<file path="config.mk">
export PLATFORM = sky130hd
export DESIGN_NAME = bitstream_header_parser_flat
export DESIGN_NICKNAME = d
export VERILOG_FILES = /design/src/bhp_pkg.sv /design/src/bhp_in_if.sv /design/src/bhp_out_if.sv /design/src/bhp_parser.sv /design/src/bitstream_header_parser.sv /design/src/flat_wrapper.sv
export SDC_FILE = /design/constraint.sdc
export NUM_CORES = 1
export LEC_CHECK = 0
export BUFFER_PORTS_ARGS = -buffer_cell sky130_fd_sc_hd__buf_2
export CELL_PAD_IN_SITES_DETAIL_PLACEMENT = 1
export CELL_PAD_IN_SITES_GLOBAL_PLACEMENT = 1
export CORE_MARGIN = 2
export CORE_UTILIZATION = 40
export CTS_CLUSTER_DIAMETER = 120
export DETAILED_ROUTE_END_ITERATION = 10
export PLACE_DENSITY = 0.77
export SLEW_MARGIN = 0
export SYNTH_ARGS = -nofsm -noshare
export SYNTH_HDL_FRONTEND = slang
export SYNTH_HIERARCHICAL = 1
export SYNTH_SLANG_ARGS = --single-unit
</file>
<file path="constraint.sdc">
create_clock -name clk -period 7.1 [get_ports clk]
set_clock_uncertainty 0.05 [all_clocks]
set_input_delay 0.355 -clock clk [delete_from_list [all_inputs] [get_ports clk]]
set_output_delay 0.355 -clock clk [all_outputs]
set_load 0.005 [all_outputs]
</file>
<file path="src/bhp_pkg.sv">
`timescale 1ns / 1ps
`default_nettype none
package bhp_pkg;

  // Status codes of a result transaction
  localparam logic [2:0] ST_PARSING = 3'd0;
  localparam logic [2:0] ST_DONE    = 3'd1;
  localparam logic [2:0] ST_FAILED  = 3'd2;
  localparam logic [2:0] ST_AFTER   = 3'd3;
  localparam logic [2:0] ST_IGNORED = 3'd4;

  // Error codes
  localparam logic [2:0] ERR_NONE      = 3'd0;
  localparam logic [2:0] ERR_MAGIC     = 3'd1;
  localparam logic [2:0] ERR_WORD      = 3'd2;
  localparam logic [2:0] ERR_TAG       = 3'd3;
  localparam logic [2:0] ERR_NO_NUL    = 3'd4;
  localparam logic [2:0] ERR_TRUNCATED = 3'd5;
  localparam logic [2:0] ERR_ZERO_LEN  = 3'd6;

  // Header constants
  localparam logic [7:0]  MAGIC_EVEN   = 8'h0F;
  localparam logic [7:0]  MAGIC_ODD    = 8'hF0;
  localparam logic [15:0] HEADER_WORD  = 16'h0001;
  localparam logic [7:0]  TAG_FIRST    = 8'h61;  // 'a'
  localparam logic [7:0]  TAG_LENGTH   = 8'h65;  // 'e'
  localparam logic [2:0]  STRING_COUNT = 3'd4;
  localparam logic [15:0] BLEN_BYTES   = 16'd4;

  localparam int unsigned           COUNT_W   = 19;
  localparam logic [COUNT_W-1:0]    COUNT_MAX = '1;

  typedef struct packed {
    logic [7:0] data_byte;
    logic       last_byte;
  } bhp_item_t;

  typedef struct packed {
    logic [2:0]         status;
    logic [2:0]         error_code;
    logic [2:0]         string_field;
    logic [7:0]         string_byte;
    logic [31:0]        stream_len;
    logic [COUNT_W-1:0] hdr_byte_cnt;
  } bhp_result_t;

endpackage
`default_nettype wire

</file>
<file path="src/bhp_in_if.sv">
`timescale 1ns / 1ps
`default_nettype none
interface bhp_in_if;
  logic       valid;
  logic       ready;
  logic [7:0] data_byte;
  logic       last_byte;

  modport source (output valid, output data_byte, output last_byte, input ready);
  modport sink (input valid, input data_byte, input last_byte, output ready);
endinterface
`default_nettype wire

</file>
<file path="src/bhp_out_if.sv">
`timescale 1ns / 1ps
`default_nettype none
interface bhp_out_if;
  logic        valid;
  logic        ready;
  logic [2:0]  status;
  logic [2:0]  error_code;
  logic [2:0]  string_field;
  logic [7:0]  string_byte;
  logic [31:0] stream_len;
  logic [18:0] hdr_byte_cnt;

  modport source (output valid, output status, output error_code, output string_field,
                  output string_byte, output stream_len, output hdr_byte_cnt,
                  input ready);
  modport sink (input valid, input status, input error_code, input string_field,
                input string_byte, input stream_len, input hdr_byte_cnt,
                output ready);
endinterface
`default_nettype wire

</file>
<file path="src/bhp_parser.sv">
`timescale 1ns / 1ps
`default_nettype none
module bhp_parser (
  input  wire logic                clk,
  input  wire logic                rst_n,
  input  wire logic                advance,
  input  wire bhp_pkg::bhp_item_t  item,
  output bhp_pkg::bhp_result_t     result
);
  import bhp_pkg::*;

  localparam logic [3:0] PH_MLEN_HI = 4'd0;
  localparam logic [3:0] PH_MLEN_LO = 4'd1;
  localparam logic [3:0] PH_MAGIC   = 4'd2;
  localparam logic [3:0] PH_SKIP    = 4'd3;
  localparam logic [3:0] PH_WORD_HI = 4'd4;
  localparam logic [3:0] PH_WORD_LO = 4'd5;
  localparam logic [3:0] PH_TAG     = 4'd6;
  localparam logic [3:0] PH_SLEN_HI = 4'd7;
  localparam logic [3:0] PH_SLEN_LO = 4'd8;
  localparam logic [3:0] PH_STRING  = 4'd9;
  localparam logic [3:0] PH_ETAG    = 4'd10;
  localparam logic [3:0] PH_BLEN    = 4'd11;
  localparam logic [3:0] PH_DONE    = 4'd12;
  localparam logic [3:0] PH_FAIL    = 4'd13;

  logic [3:0]         phase_r, phase_nxt;
  logic [15:0]        remain_r, remain_nxt;
  logic               magic_odd_r, magic_odd_nxt;
  logic [31:0]        shift_r, shift_nxt;
  logic [COUNT_W-1:0] count_r, count_nxt;
  logic [2:0]         cur_str_r, cur_str_nxt;
  logic [2:0]         held_err_r, held_err_nxt;

  logic [15:0] word_val;
  logic [15:0] remain_dec;
  logic [7:0]  b;

  assign b          = item.data_byte;
  assign word_val   = {shift_r[7:0], b};
  assign remain_dec = remain_r - 16'd1;

  always_comb begin
    phase_nxt     = phase_r;
    remain_nxt    = remain_r;
    magic_odd_nxt = magic_odd_r;
    shift_nxt     = shift_r;
    count_nxt     = count_r;
    cur_str_nxt   = cur_str_r;
    held_err_nxt  = held_err_r;
    result        = '0;

    if (phase_r == PH_DONE) begin
      result.status = ST_AFTER;
    end else if (phase_r == PH_FAIL) begin
      result.status     = ST_IGNORED;
      result.error_code = held_err_r;
    end else begin
      if (count_r != COUNT_MAX) begin
        count_nxt = count_r + 1'b1;
      end
      case (phase_r)
        PH_MLEN_HI, PH_WORD_HI, PH_SLEN_HI: begin
          shift_nxt = {24'd0, b};
          phase_nxt = phase_r + 4'd1;
        end
        PH_MLEN_LO: begin
          if (word_val == 16'd0) begin
            result.status     = ST_FAILED;
            result.error_code = ERR_ZERO_LEN;
          end else begin
            remain_nxt    = word_val - 16'd1;
            magic_odd_nxt = 1'b0;
            phase_nxt     = (word_val == 16'd1) ? PH_SKIP : PH_MAGIC;
          end
        end
        PH_MAGIC: begin
          if (b != (magic_odd_r ? MAGIC_ODD : MAGIC_EVEN)) begin
            result.status     = ST_FAILED;
            result.error_code = ERR_MAGIC;
          end else begin
            magic_odd_nxt = ~magic_odd_r;
            remain_nxt    = remain_dec;
            if (remain_dec == 16'd0) begin
              phase_nxt = PH_SKIP;
            end
          end
        end
        PH_SKIP: begin
          phase_nxt = PH_WORD_HI;
        end
        PH_WORD_LO: begin
          if (word_val != HEADER_WORD) begin
            result.status     = ST_FAILED;
            result.error_code = ERR_WORD;
          end else begin
            cur_str_nxt = '0;
            phase_nxt   = PH_TAG;
          end
        end
        PH_TAG: begin
          if (cur_str_r >= STRING_COUNT || b != (TAG_FIRST + {5'd0, cur_str_r})) begin
            result.status     = ST_FAILED;
            result.error_code = ERR_TAG;
          end else begin
            cur_str_nxt = cur_str_r + 3'd1;
            phase_nxt   = PH_SLEN_HI;
          end
        end
        PH_SLEN_LO: begin
          if (word_val == 16'd0) begin
            result.status     = ST_FAILED;
            result.error_code = ERR_ZERO_LEN;
          end else begin
            remain_nxt = word_val;
            phase_nxt  = PH_STRING;
          end
        end
        PH_STRING: begin
          remain_nxt = remain_dec;
          if (remain_dec == 16'd0 && b != 8'd0) begin
            result.status     = ST_FAILED;
            result.error_code = ERR_NO_NUL;
          end else begin
            result.string_field = cur_str_r;
            result.string_byte  = b;
            if (remain_dec == 16'd0) begin
              phase_nxt = (cur_str_r >= STRING_COUNT) ? PH_ETAG : PH_TAG;
            end
          end
        end
        PH_ETAG: begin
          if (b != TAG_LENGTH) begin
            result.status     = ST_FAILED;
            result.error_code = ERR_TAG;
          end else begin
            remain_nxt = BLEN_BYTES;
            shift_nxt  = '0;
            phase_nxt  = PH_BLEN;
          end
        end
        PH_BLEN: begin
          shift_nxt  = {shift_r[23:0], b};
          remain_nxt = remain_dec;
          if (remain_dec == 16'd0) begin
            result.status       = ST_DONE;
            result.stream_len   = {shift_r[23:0], b};
            result.hdr_byte_cnt = count_nxt;
            phase_nxt           = PH_DONE;
          end
        end
        default: begin
          phase_nxt = PH_FAIL;
        end
      endcase
      if (result.status == ST_PARSING && item.last_byte) begin
        result.status     = ST_FAILED;
        result.error_code = ERR_TRUNCATED;
      end
      if (result.status == ST_FAILED) begin
        held_err_nxt = result.error_code;
        phase_nxt    = PH_FAIL;
      end
    end

    // End of buffer: start over for the next file
    if (item.last_byte) begin
      phase_nxt     = PH_MLEN_HI;
      remain_nxt    = '0;
      magic_odd_nxt = 1'b0;
      shift_nxt     = '0;
      count_nxt     = '0;
      cur_str_nxt   = '0;
      held_err_nxt  = '0;
    end
  end

  always_ff @(posedge clk) begin
    if (!rst_n) begin
      phase_r     <= PH_MLEN_HI;
      remain_r    <= '0;
      magic_odd_r <= 1'b0;
      shift_r     <= '0;
      count_r     <= '0;
      cur_str_r   <= '0;
      held_err_r  <= '0;
    end else if (advance) begin
      phase_r     <= phase_nxt;
      remain_r    <= remain_nxt;
      magic_odd_r <= magic_odd_nxt;
      shift_r     <= shift_nxt;
      count_r     <= count_nxt;
      cur_str_r   <= cur_str_nxt;
      held_err_r  <= held_err_nxt;
    end
  end
endmodule
`default_nettype wire

</file>
<file path="src/bitstream_header_parser.sv">
`timescale 1ns / 1ps
`default_nettype none
// Byte-serial parser for an FPGA configuration-file header. Feed the file one
// byte per transaction on in_chan, with last_byte marking the final byte of the
// buffer; every input transaction yields exactly one result transaction on
// out_chan. A result carries the parse status, an error code, the string byte
// with its field number (design, part, date, time) while tagged strings pass,
// and, on the byte that completes the header, the bitstream length and the
// header byte count. After completion or failure the remaining bytes are
// acknowledged with status 3 or 4 until last_byte, which returns the parser to
// its start state. Throughput is one byte per clock while no result waits
// downstream: the parser state is updated by a single short combinational step
// for each byte. A byte passes an input register and then a result register
// before its result turns valid. A result waiting downstream stalls the input
// only once the input register also holds a byte.
module bitstream_header_parser (
  input  wire logic   clk,
  input  wire logic   rst_n,
  bhp_in_if.sink      in_chan,
  bhp_out_if.source   out_chan
);
  import bhp_pkg::*;

  // Input register
  logic       in_valid_r, in_valid_nxt;
  bhp_item_t  in_item_r;

  // Result register
  logic        out_valid_r, out_valid_nxt;
  bhp_result_t out_res_r;

  bhp_result_t step_res;
  logic        advance;

  // Move the held byte into the parser when the result register is free or its result is being taken
  assign advance       = in_valid_r && (!out_valid_r || out_chan.ready);
  assign in_chan.ready = !in_valid_r || advance;

  always_comb begin
    in_valid_nxt = in_valid_r;
    if (in_chan.ready) begin
      in_valid_nxt = in_chan.valid;
    end
    out_valid_nxt = out_valid_r;
    if (advance) begin
      out_valid_nxt = 1'b1;
    end else if (out_chan.ready) begin
      out_valid_nxt = 1'b0;
    end
  end

  always_ff @(posedge clk) begin
    if (!rst_n) begin
      in_valid_r  <= 1'b0;
      out_valid_r <= 1'b0;
    end else begin
      in_valid_r  <= in_valid_nxt;
      out_valid_r <= out_valid_nxt;
    end
  end

  // Payload registers: capture on transaction, hold otherwise
  always_ff @(posedge clk) begin
    if (in_chan.ready && in_chan.valid) begin
      in_item_r.data_byte <= in_chan.data_byte;
      in_item_r.last_byte <= in_chan.last_byte;
    end
    if (advance) begin
      out_res_r <= step_res;
    end
  end

  bhp_parser u_parser (
    .clk     (clk),
    .rst_n   (rst_n),
    .advance (advance),
    .item    (in_item_r),
    .result  (step_res)
  );

  assign out_chan.valid        = out_valid_r;
  assign out_chan.status       = out_res_r.status;
  assign out_chan.error_code   = out_res_r.error_code;
  assign out_chan.string_field = out_res_r.string_field;
  assign out_chan.string_byte  = out_res_r.string_byte;
  assign out_chan.stream_len   = out_res_r.stream_len;
  assign out_chan.hdr_byte_cnt = out_res_r.hdr_byte_cnt;

  // Input only stalls when both registers are full and the sink holds off
  assert property (@(posedge clk) disable iff (!rst_n)
    !in_chan.ready |-> (in_valid_r && out_valid_r && !out_chan.ready))
    else $error("input stalled without a full pipeline");

  // A failure always carries a nonzero code
  assert property (@(posedge clk) disable iff (!rst_n)
    (out_valid_r && (out_res_r.status == ST_FAILED || out_res_r.status == ST_IGNORED))
      |-> (out_res_r.error_code != ERR_NONE))
    else $error("failure reported without an error code");

  // String bytes only appear while parsing, or on a string byte that ends the buffer
  assert property (@(posedge clk) disable iff (!rst_n)
    (out_valid_r && out_res_r.string_field != 3'd0)
      |-> (out_res_r.status == ST_PARSING ||
           (out_res_r.status == ST_FAILED && out_res_r.error_code == ERR_TRUNCATED)))
    else $error("string byte outside of parsing");

  // A completed header always has a nonzero byte count
  assert property (@(posedge clk) disable iff (!rst_n)
    (out_valid_r && out_res_r.status == ST_DONE) |-> (out_res_r.hdr_byte_cnt != '0))
    else $error("completed header with zero length");
endmodule
`default_nettype wire
</file>
<file path="src/flat_wrapper.sv">
// flat-port wrapper written by rule: the top's interface ports become plain ports
module bitstream_header_parser_flat import bhp_pkg::*;
  (clk, rst_n, in_chan_valid, in_chan_data_byte, in_chan_last_byte, in_chan_ready, out_chan_valid, out_chan_status, out_chan_error_code, out_chan_string_field, out_chan_string_byte, out_chan_stream_len, out_chan_hdr_byte_cnt, out_chan_ready);
  bhp_in_if in_chan_i ();
  bhp_out_if out_chan_i ();
  input  wire logic clk;
  input  wire logic rst_n;
  input wire logic [$bits(in_chan_i.valid)-1:0] in_chan_valid;
  input wire logic [$bits(in_chan_i.data_byte)-1:0] in_chan_data_byte;
  input wire logic [$bits(in_chan_i.last_byte)-1:0] in_chan_last_byte;
  output wire logic [$bits(in_chan_i.ready)-1:0] in_chan_ready;
  output wire logic [$bits(out_chan_i.valid)-1:0] out_chan_valid;
  output wire logic [$bits(out_chan_i.status)-1:0] out_chan_status;
  output wire logic [$bits(out_chan_i.error_code)-1:0] out_chan_error_code;
  output wire logic [$bits(out_chan_i.string_field)-1:0] out_chan_string_field;
  output wire logic [$bits(out_chan_i.string_byte)-1:0] out_chan_string_byte;
  output wire logic [$bits(out_chan_i.stream_len)-1:0] out_chan_stream_len;
  output wire logic [$bits(out_chan_i.hdr_byte_cnt)-1:0] out_chan_hdr_byte_cnt;
  input wire logic [$bits(out_chan_i.ready)-1:0] out_chan_ready;
  assign in_chan_i.valid = in_chan_valid;
  assign in_chan_i.data_byte = in_chan_data_byte;
  assign in_chan_i.last_byte = in_chan_last_byte;
  assign in_chan_ready = in_chan_i.ready;
  assign out_chan_valid = out_chan_i.valid;
  assign out_chan_status = out_chan_i.status;
  assign out_chan_error_code = out_chan_i.error_code;
  assign out_chan_string_field = out_chan_i.string_field;
  assign out_chan_string_byte = out_chan_i.string_byte;
  assign out_chan_stream_len = out_chan_i.stream_len;
  assign out_chan_hdr_byte_cnt = out_chan_i.hdr_byte_cnt;
  assign out_chan_i.ready = out_chan_ready;
  bitstream_header_parser u_core (.clk(clk), .rst_n(rst_n), .in_chan(in_chan_i), .out_chan(out_chan_i));
endmodule
</file>
==> metrics.txt, run 1 <==
status finished clean; Peak Freq 0.278 GHz; Max-slew headroom 20.7%; WS Path Type flip-flop to flip-flop; routed wire length 21700 um; RSZ-0062 raised after global routing false; die footprint 0.0203 mm^2; post-route ant nets 0; Max Fanout on Critical Path 27; Post-Syn Instances 834; Worst-path clk slew 70 ps; CP bufs+invs 1; commonest non-fill, non-tap cell in the layout buf_2; Hold EP u_core/in_item_r[4]; Hold Crit Depth 1; total track usage 21.8%; # diodes 0; Max Cap Viol 0; Netlist cell types 71; register-to-register setup slack 3510 ps; CP Launch Type flip-flop; final setup fails 0; hold crit path type input port to flip-flop; synth-to-layout area growth 15.4%; Async SR Flop Fraction 0%; Final Power 0.00211 W; Util after Layout 47.2%; Max IR drop VDD 0.000175 V; sequential-to-total area share from yosys stat 48.9%; vias in the first global route 6565; final hold violations 0; DR WL/cell 19.2 um; gr ovfl total 0; Yosys reg bits 149; yosys warns 6; clock buffer depth 2; first-pass GRT wire length 34900 um; DRC 0; IO Port Bufs 82; non-filler cells, final 1134; slowest stage delay, CP 820 ps; CP top delay family simple AND/OR/NAND/NOR gates; CP Cell Sequence nor3_1 > and4_1 > o2111ai_1 > or4b_1 > or2_0 > buf_4 > a2111oi_0 > or3_1 > a21boi_1; DP HPWL 14300 um; Worst R2R Start u_core/u_parser/remain_r[0]; Synth top area share 30.1%; largest net degree at the start of global routing 75; DRT iter0 DRCs 455; cell taking the most area after synthesis edfxtp_1; r2r endpoint u_core/u_parser/phase_r[0]; Chip Height 143 um; CTS Hold Buffers Added 0; Mapped Nets 858; Area contributors post-synth edfxtp_1 30%, dfxtp_1 19%, and2_1 3.9%, nor2_1 3.9%, nand2_1 3.7%; Final period util 50.6%; cell row count 50; post-placement cell count 1102; Worst Tran Pin Value 1180 ps; GP Congestion 0.908; share of cells above drive strength 1 16.0%; Worst-Skew Late Latency 430 ps; Top Ports 83; Final TNS setup 0 ps; first-pass detailed-route iteration total 6; CTS Buf Count 17; vias post-DR 6580; pins over their slew limit 0; dominant synthesized flop cell edfxtp_1; Post-CTS Setup Bufs 0; nets@finish 911; CTS resizes 0; DR vias/cell 5.80; Mean Syn Cell Area 9.21 um^2; CTS sink cnt 149; number of flops mapped to enable cells by yosys 77; Worst R2R Path Depth 9; crit path DAT 3860 ps; Root Buffer clkbuf_16; Die Wd 143 um; mapped cell area 0.00768 mm^2; Crit path required time 7360 ps; final period demand of the worst path 3590 ps; Critical Path End Type flip-flop; Initial Util 40.9%; Pwr Density 238 mW/mm^2; H-tree depth 4; most frequent cells in the layout 82 x buf_2, 79 x nor2_1, 77 x edfxtp_1; Lkg Pwr 3.11 nW; CTS tree yes; initial antenna violation count 0; min-delay src in_chan_data_byte[3]; area of the core 0.0188 mm^2; critical path's slowest cell nor3_1
==> stage by stage <==
step / cell area [um^2] / hold WS (ps) / worst slack [ps]
2_1_floorplan: 7680 / 386 / 1490
3_3_place_gp: 8250 / 399 / 3650
3_5_place_dp: 8250 / 406 / 3510
4_1_cts: 8870 / 26.2 / 3510
5_1_grt: 8870 / 29.3 / 3220
6_report: 8870 / 44.8 / 3510
==> metal layers <==
layer	global-route usage, %	vias up	share of wire [%]	wire length [um]
met3	3.10	28	4.4	954
met1	29.6	3239	47	10100
met2	35.9	191	47	10300
met4	7.45	0	1.7	379
met5	0	-	0	0
li1	-	3122	-	-
==> layout make-up <==
| class | count | area [um^2] |
|---|---|---|
| repair buffers | 93 | 493 |
| fillers | 2186 | 9900 |
| well taps | 234 | 293 |
| flip-flops and latches | 149 | 3750 |
| multi-input cells | 610 | 3650 |
| clock inverters | 14 | 175 |
| inverters | 16 | 60.1 |
| clock buffers | 18 | 439 |
==> cells by family (layout without fill, tap and decap cells) <==
group	count (synthesis)	count (layout)	synth area share, %
AND/OR/NAND/NOR	380	380	25.7
AO/OA/AOI/OAI	185	185	15.9
flip-flops	149	149	48.9
buffers and inverters	75	141	3.81
XOR/XNOR	27	27	3.08
adder cells (fa/ha/maj)	11	11	1.79
multiplexers	7	7	0.929
==> power breakdown <==
group          internal [W]  leakage, nW  switching [W]
registers          0.000930         1.29      0.0000254
clock network      0.000545        0.305       0.000404
logic             0.0000732         1.51       0.000129
total               0.00155         3.11       0.000559
==> worst max-delay path by stage <==
stage	startpoint	to	slack, ps	cells after the start
detailed placement	u_core/u_parser/remain_r[0]	u_core/u_parser/phase_r[0]	3510	9
global placement	u_core/u_parser/remain_r[0]	u_core/u_parser/phase_r[0]	3650	9
global route	u_core/u_parser/remain_r[0]	u_core/u_parser/phase_r[0]	3220	9
finish	u_core/u_parser/remain_r[0]	u_core/u_parser/phase_r[0]	3510	9
floorplan	u_core/out_chan.valid	u_core/u_parser/shift_r[8]	1490	7
CTS	u_core/u_parser/remain_r[0]	u_core/u_parser/phase_r[0]	3510	9
==> registers in the layout (all words and copies together), names as in the netlist <==
name                          count
u_core/out_chan.stream_len       32
u_core/in_valid_r                 1
u_core/u_parser/cur_str_r         3
u_core/out_chan.string_byte       8
u_core/out_chan.hdr_byte_cnt     19
u_core/out_chan.error_code        3
u_core/out_chan.string_field      3
u_core/u_parser/magic_odd_r       1
u_core/out_chan.valid             1
u_core/u_parser/held_err_r        3
u_core/u_parser/count_r          19
u_core/u_parser/phase_r           4
u_core/u_parser/shift_r          24
u_core/out_chan.status            3
u_core/u_parser/remain_r         16
u_core/in_item_r                  9
==> synthesized netlist by cell type, drive strengths merged (4+ instances only) <==
master,instances
nor2,80
edfxtp,77
nand2,75
dfxtp,72
clkbuf,56
o21ai,51
and2,48
nand3,44
a21oi,37
a21boi,35
nor3,31
nor2b,26
nor4,20
xnor2,17
inv,16
or3,12
ha,11
xor2,10
nand4,9
o31ai,9
and3,8
a31oi,7
a221oi,6
mux2i,6
a211oi,5
nor3b,5
o22ai,5
a22oi,4
or4,4
==> worst register-to-register path: stages, from the launching register on <==
cell and delay [ps]:
dfxtp_1 360, nor3_1 820, and4_1 310, o2111ai_1 100, or4b_1 730, or2_0 290, buf_4 230, a2111oi_0 380
or3_1 160, a21boi_1 60
Power figures use the tool's default switching activity.
==> inputs of run 2 (changes only) <==
--- a/config.mk
+++ b/config.mk
@@ -5,6 +5,7 @@
 export SDC_FILE = /design/constraint.sdc
 export NUM_CORES = 1
 export LEC_CHECK = 0
+export ABC_AREA = 1
 export BUFFER_PORTS_ARGS = -buffer_cell sky130_fd_sc_hd__buf_2
 export CELL_PAD_IN_SITES_DETAIL_PLACEMENT = 1
 export CELL_PAD_IN_SITES_GLOBAL_PLACEMENT = 1
@@ -12,7 +13,7 @@
 export CORE_UTILIZATION = 40
 export CTS_CLUSTER_DIAMETER = 120
 export DETAILED_ROUTE_END_ITERATION = 10
-export PLACE_DENSITY = 0.77
+export PLACE_DENSITY = 0.78
 export SLEW_MARGIN = 0
 export SYNTH_ARGS = -nofsm -noshare
 export SYNTH_HDL_FRONTEND = slang
==> constraint.sdc (replaced) <==
create_clock -name clk -period 3.7 [get_ports clk]
set_clock_uncertainty 0.05 [all_clocks]
set_input_delay 0.185 -clock clk [delete_from_list [all_inputs] [get_ports clk]]
set_output_delay 0.185 -clock clk [all_outputs]
set_load 0.005 [all_outputs]
==> run 2 against run 1 <==
Against the previous run:
- count of clock-buffer cells in the layout decreased by 1
- highest routed layer unchanged
- sequential share of layout area decreased by 1.2 points
- register-to-register slack got worse by 2800 ps
- sequential power increased by 95%
- flip-flop and latch count unchanged
- largest cell class unchanged
- total power increased by 100%
- via count increased by 4.7%
- wire length increased by 7.2%
- synthesized area increased by 0.88%
- final cell count increased by 14%
- maximum frequency increased by 18%
- die area increased by 0.85%
==> metrics.txt, run 2 <==
status finished clean; Async SR Flop Fraction 0% (unchanged); Max IR drop VDD 0.000284 V (+63%); Critical Path End Type flip-flop; Crit path required time 3940 ps (-3420 ps); sequential-to-total area share from yosys stat 48.4% (-0.43 points); register-to-register setup slack 670 ps (-2840 ps); nets@finish 1043 (+14%); Chip Height 143 um (+0.42%); pins over their slew limit 0 (unchanged); area of the core 0.0188 mm^2 (+0.33%); DR vias/cell 5.33 (-8.1%); clock buffer depth 2 (unchanged); most frequent cells in the layout 162 x nand2_1, 121 x inv_1, 110 x nor2_1; Pwr Density 469 mW/mm^2 (+97%); filler cell count 2249 (+2.9%); DP Worst Slack 709 ps (-2800 ps); Initial Util 41.1% (+0.22 points); Area contributors post-synth edfxtp_1 30%, dfxtp_1 19%, nand2_1 7.8%, inv_1 5.9%, a21oi_1 5.4%; Post-Syn Instances 933 (+12%); Worst-path clk slew 70 ps (about the same); vias post-DR 6892 (+4.7%); synth-to-layout area growth 17.7%; routed wire length 23300 um (+7.2%); CTS Buf Count 17 (unchanged); CP Launch Type flip-flop; Synth top cells by count 162 x nand2_1, 121 x inv_1, 110 x nor2_1; Max Fanout on Critical Path 15 (-44%); cell row count 50 (unchanged); final hold violations 0 (unchanged); first-pass GRT wire length 37400 um (+7.1%); Final Cell Area 0.00912 mm^2 (+2.9%); yosys warns 6 (unchanged); die footprint 0.0205 mm^2 (+0.85%); non-filler cells, final 1292 (+14%); CTS tree yes; Final period util 82.0% (+31 points); crit path DAT 3270 ps (-590 ps); Max Cap Viol 0 (unchanged); most numerous cell in the Yosys netlist nand2_1; Placement Cell Area 0.00841 mm^2 (+1.9%); Mapped Nets 957 (+12%); total track usage 23.5% (+1.7 points); mapped cell area 0.00775 mm^2 (+0.88%); number of flip-flops in the largest register 32 (unchanged); final setup fails 0 (unchanged); hold crit path type input port to flip-flop; CTS Hold Buffers Added 10 (+10); H-tree depth 4 (unchanged); Worst R2R Path Depth 12 (+3); post-placement cell count 1250 (+13%); initial antenna violation count 0 (unchanged); Worst R2R Start u_core/u_parser/phase_r[0]; capture point of the worst path u_core/u_parser/remain_r[15]; Worst Tran Pin Value 1020 ps (-163 ps); CTS resizes 0 (unchanged); CTS sink cnt 149 (unchanged); RSZ-0062 raised after global routing false; WS Path Type flip-flop to flip-flop; Worst-Skew Late Latency 430 ps (about the same); IO Port Bufs 82 (unchanged); DR WL/cell 18.0 um (-5.9%); final period demand of the worst path 3030 ps (-561 ps); first-pass detailed-route iteration total 5 (-1); GP Congestion 0.888 (-2.2%); commonest non-fill, non-tap cell in the layout nand2_1; # diodes 0 (unchanged); Lkg Pwr 3.73 nW (+20%); CP Launch Point u_core/u_parser/phase_r[0]; DP HPWL 16500 um (+15%); number of flops mapped to enable cells by yosys 77 (unchanged); Synth top area share 29.8% (-0.26 points); Mean Syn Cell Area 8.31 um^2 (-9.8%); DRC 0 (unchanged); share of cells above drive strength 1 17.9% (+1.9 points); Top Ports 83 (unchanged); largest net degree at the start of global routing 69 (-8.0%); final worst setup slack 667 ps (-2840 ps); DRT iter0 DRCs 634 (+39%); Peak Freq 0.330 GHz (+18%); Root Buffer clkbuf_16; cell taking the most area after synthesis edfxtp_1; Util after Layout 48.4% (+1.2 points); Post-CTS Setup Bufs 0 (unchanged); r2r endpoint u_core/u_parser/remain_r[15]; Netlist cell types 55 (-23%); Max-slew headroom 31.9% (+11 points); Yosys reg bits 149 (unchanged); dominant synthesized flop cell edfxtp_1; Die Wd 143 um (+0.42%); post-route ant nets 0 (unchanged); gr ovfl total 0 (unchanged); vias in the first global route 6956 (+6.0%); Final TNS setup 0 ps (unchanged)
[run 2: cell types whose count changed in the layout (fill, tap and decap cells not counted), moves of 28 or more]
cell      change
a21boi_0     -32
nand2_1      +87
a21oi_1      +45
o21ai_0      -28
nor2_1       +31
inv_1       +105
and2_1       -47
[run 2: area by class of cell]
cell class	count	area [um^2]	share of cell area (%)
clock buffers	17	425	4.66
clock inverters	15	185	2.03
inverters	135	512	5.61
multi-input cells	616	3350	36.7
flip-flops and latches	149	3750	41.2
well taps	260	325	3.57
repair buffers	100	571	6.26
[run 2: worst min-delay path by stage]
stage,from,to,cells past startpoint
floorplan,in_chan_last_byte,u_core/in_item_r[0],0
CTS,out_chan_ready,u_core/out_chan.valid,4
finish,rst_n,u_core/u_parser/phase_r[0],3
global route,rst_n,u_core/u_parser/phase_r[0],3
detailed placement,in_chan_data_byte[6],u_core/in_item_r[7],1
global placement,in_chan_last_byte,u_core/in_item_r[0],1
[run 2: power breakdown]
part	switching [W]	internal [W]
Clock	0.000776	0.00102
Sequential	0.0000584	0.00180
Combinational	0.000426	0.000191
[run 2: critical path, cell delays in order (launching register included)]
cell	delay (ps)
dfxtp_1	400
inv_1	110
ha_1	200
inv_1	180
nor2_1	170
nor3_4	490
inv_4	130
nor2_4	320
inv_2	180
a21oi_1	190
o21ai_0	180
a32oi_1	210
nor2_1	50
[run 2: per-stage QoR]
| step | power (W) | hold slack, ps |
|---|---|---|
| after detailed placement | 0.00249 | 315 |
| final | 0.00428 | 49.1 |
| after floorplan | 0.00231 | 234 |
| after global placement | 0.00247 | 319 |
| after CTS | 0.00430 | 20.4 |
| after global routing | 0.00445 | 51.7 |
[run 2: kinds of logic (layout without fill, tap and decap cells)]
| family | after synthesis | after routing | synth area share (%) |
|---|---|---|---|
| simple gates | 406 | 406 | 24.7 |
| xor+xnor | 22 | 22 | 2.49 |
| buf+inv | 168 | 267 | 8.59 |
| compound gates | 177 | 177 | 14.0 |
| flops | 149 | 149 | 48.4 |
| fa+ha+maj | 11 | 11 | 1.78 |
[run 2: routing by layer]
metal	global-route usage (%)	up-vias	part of all wire (%)
met2	38.8	215	48
met4	9.69	0	2.7
li1	-	3302	-
met5	0	-	0
met1	30.8	3330	43
met3	3.72	45	5.4
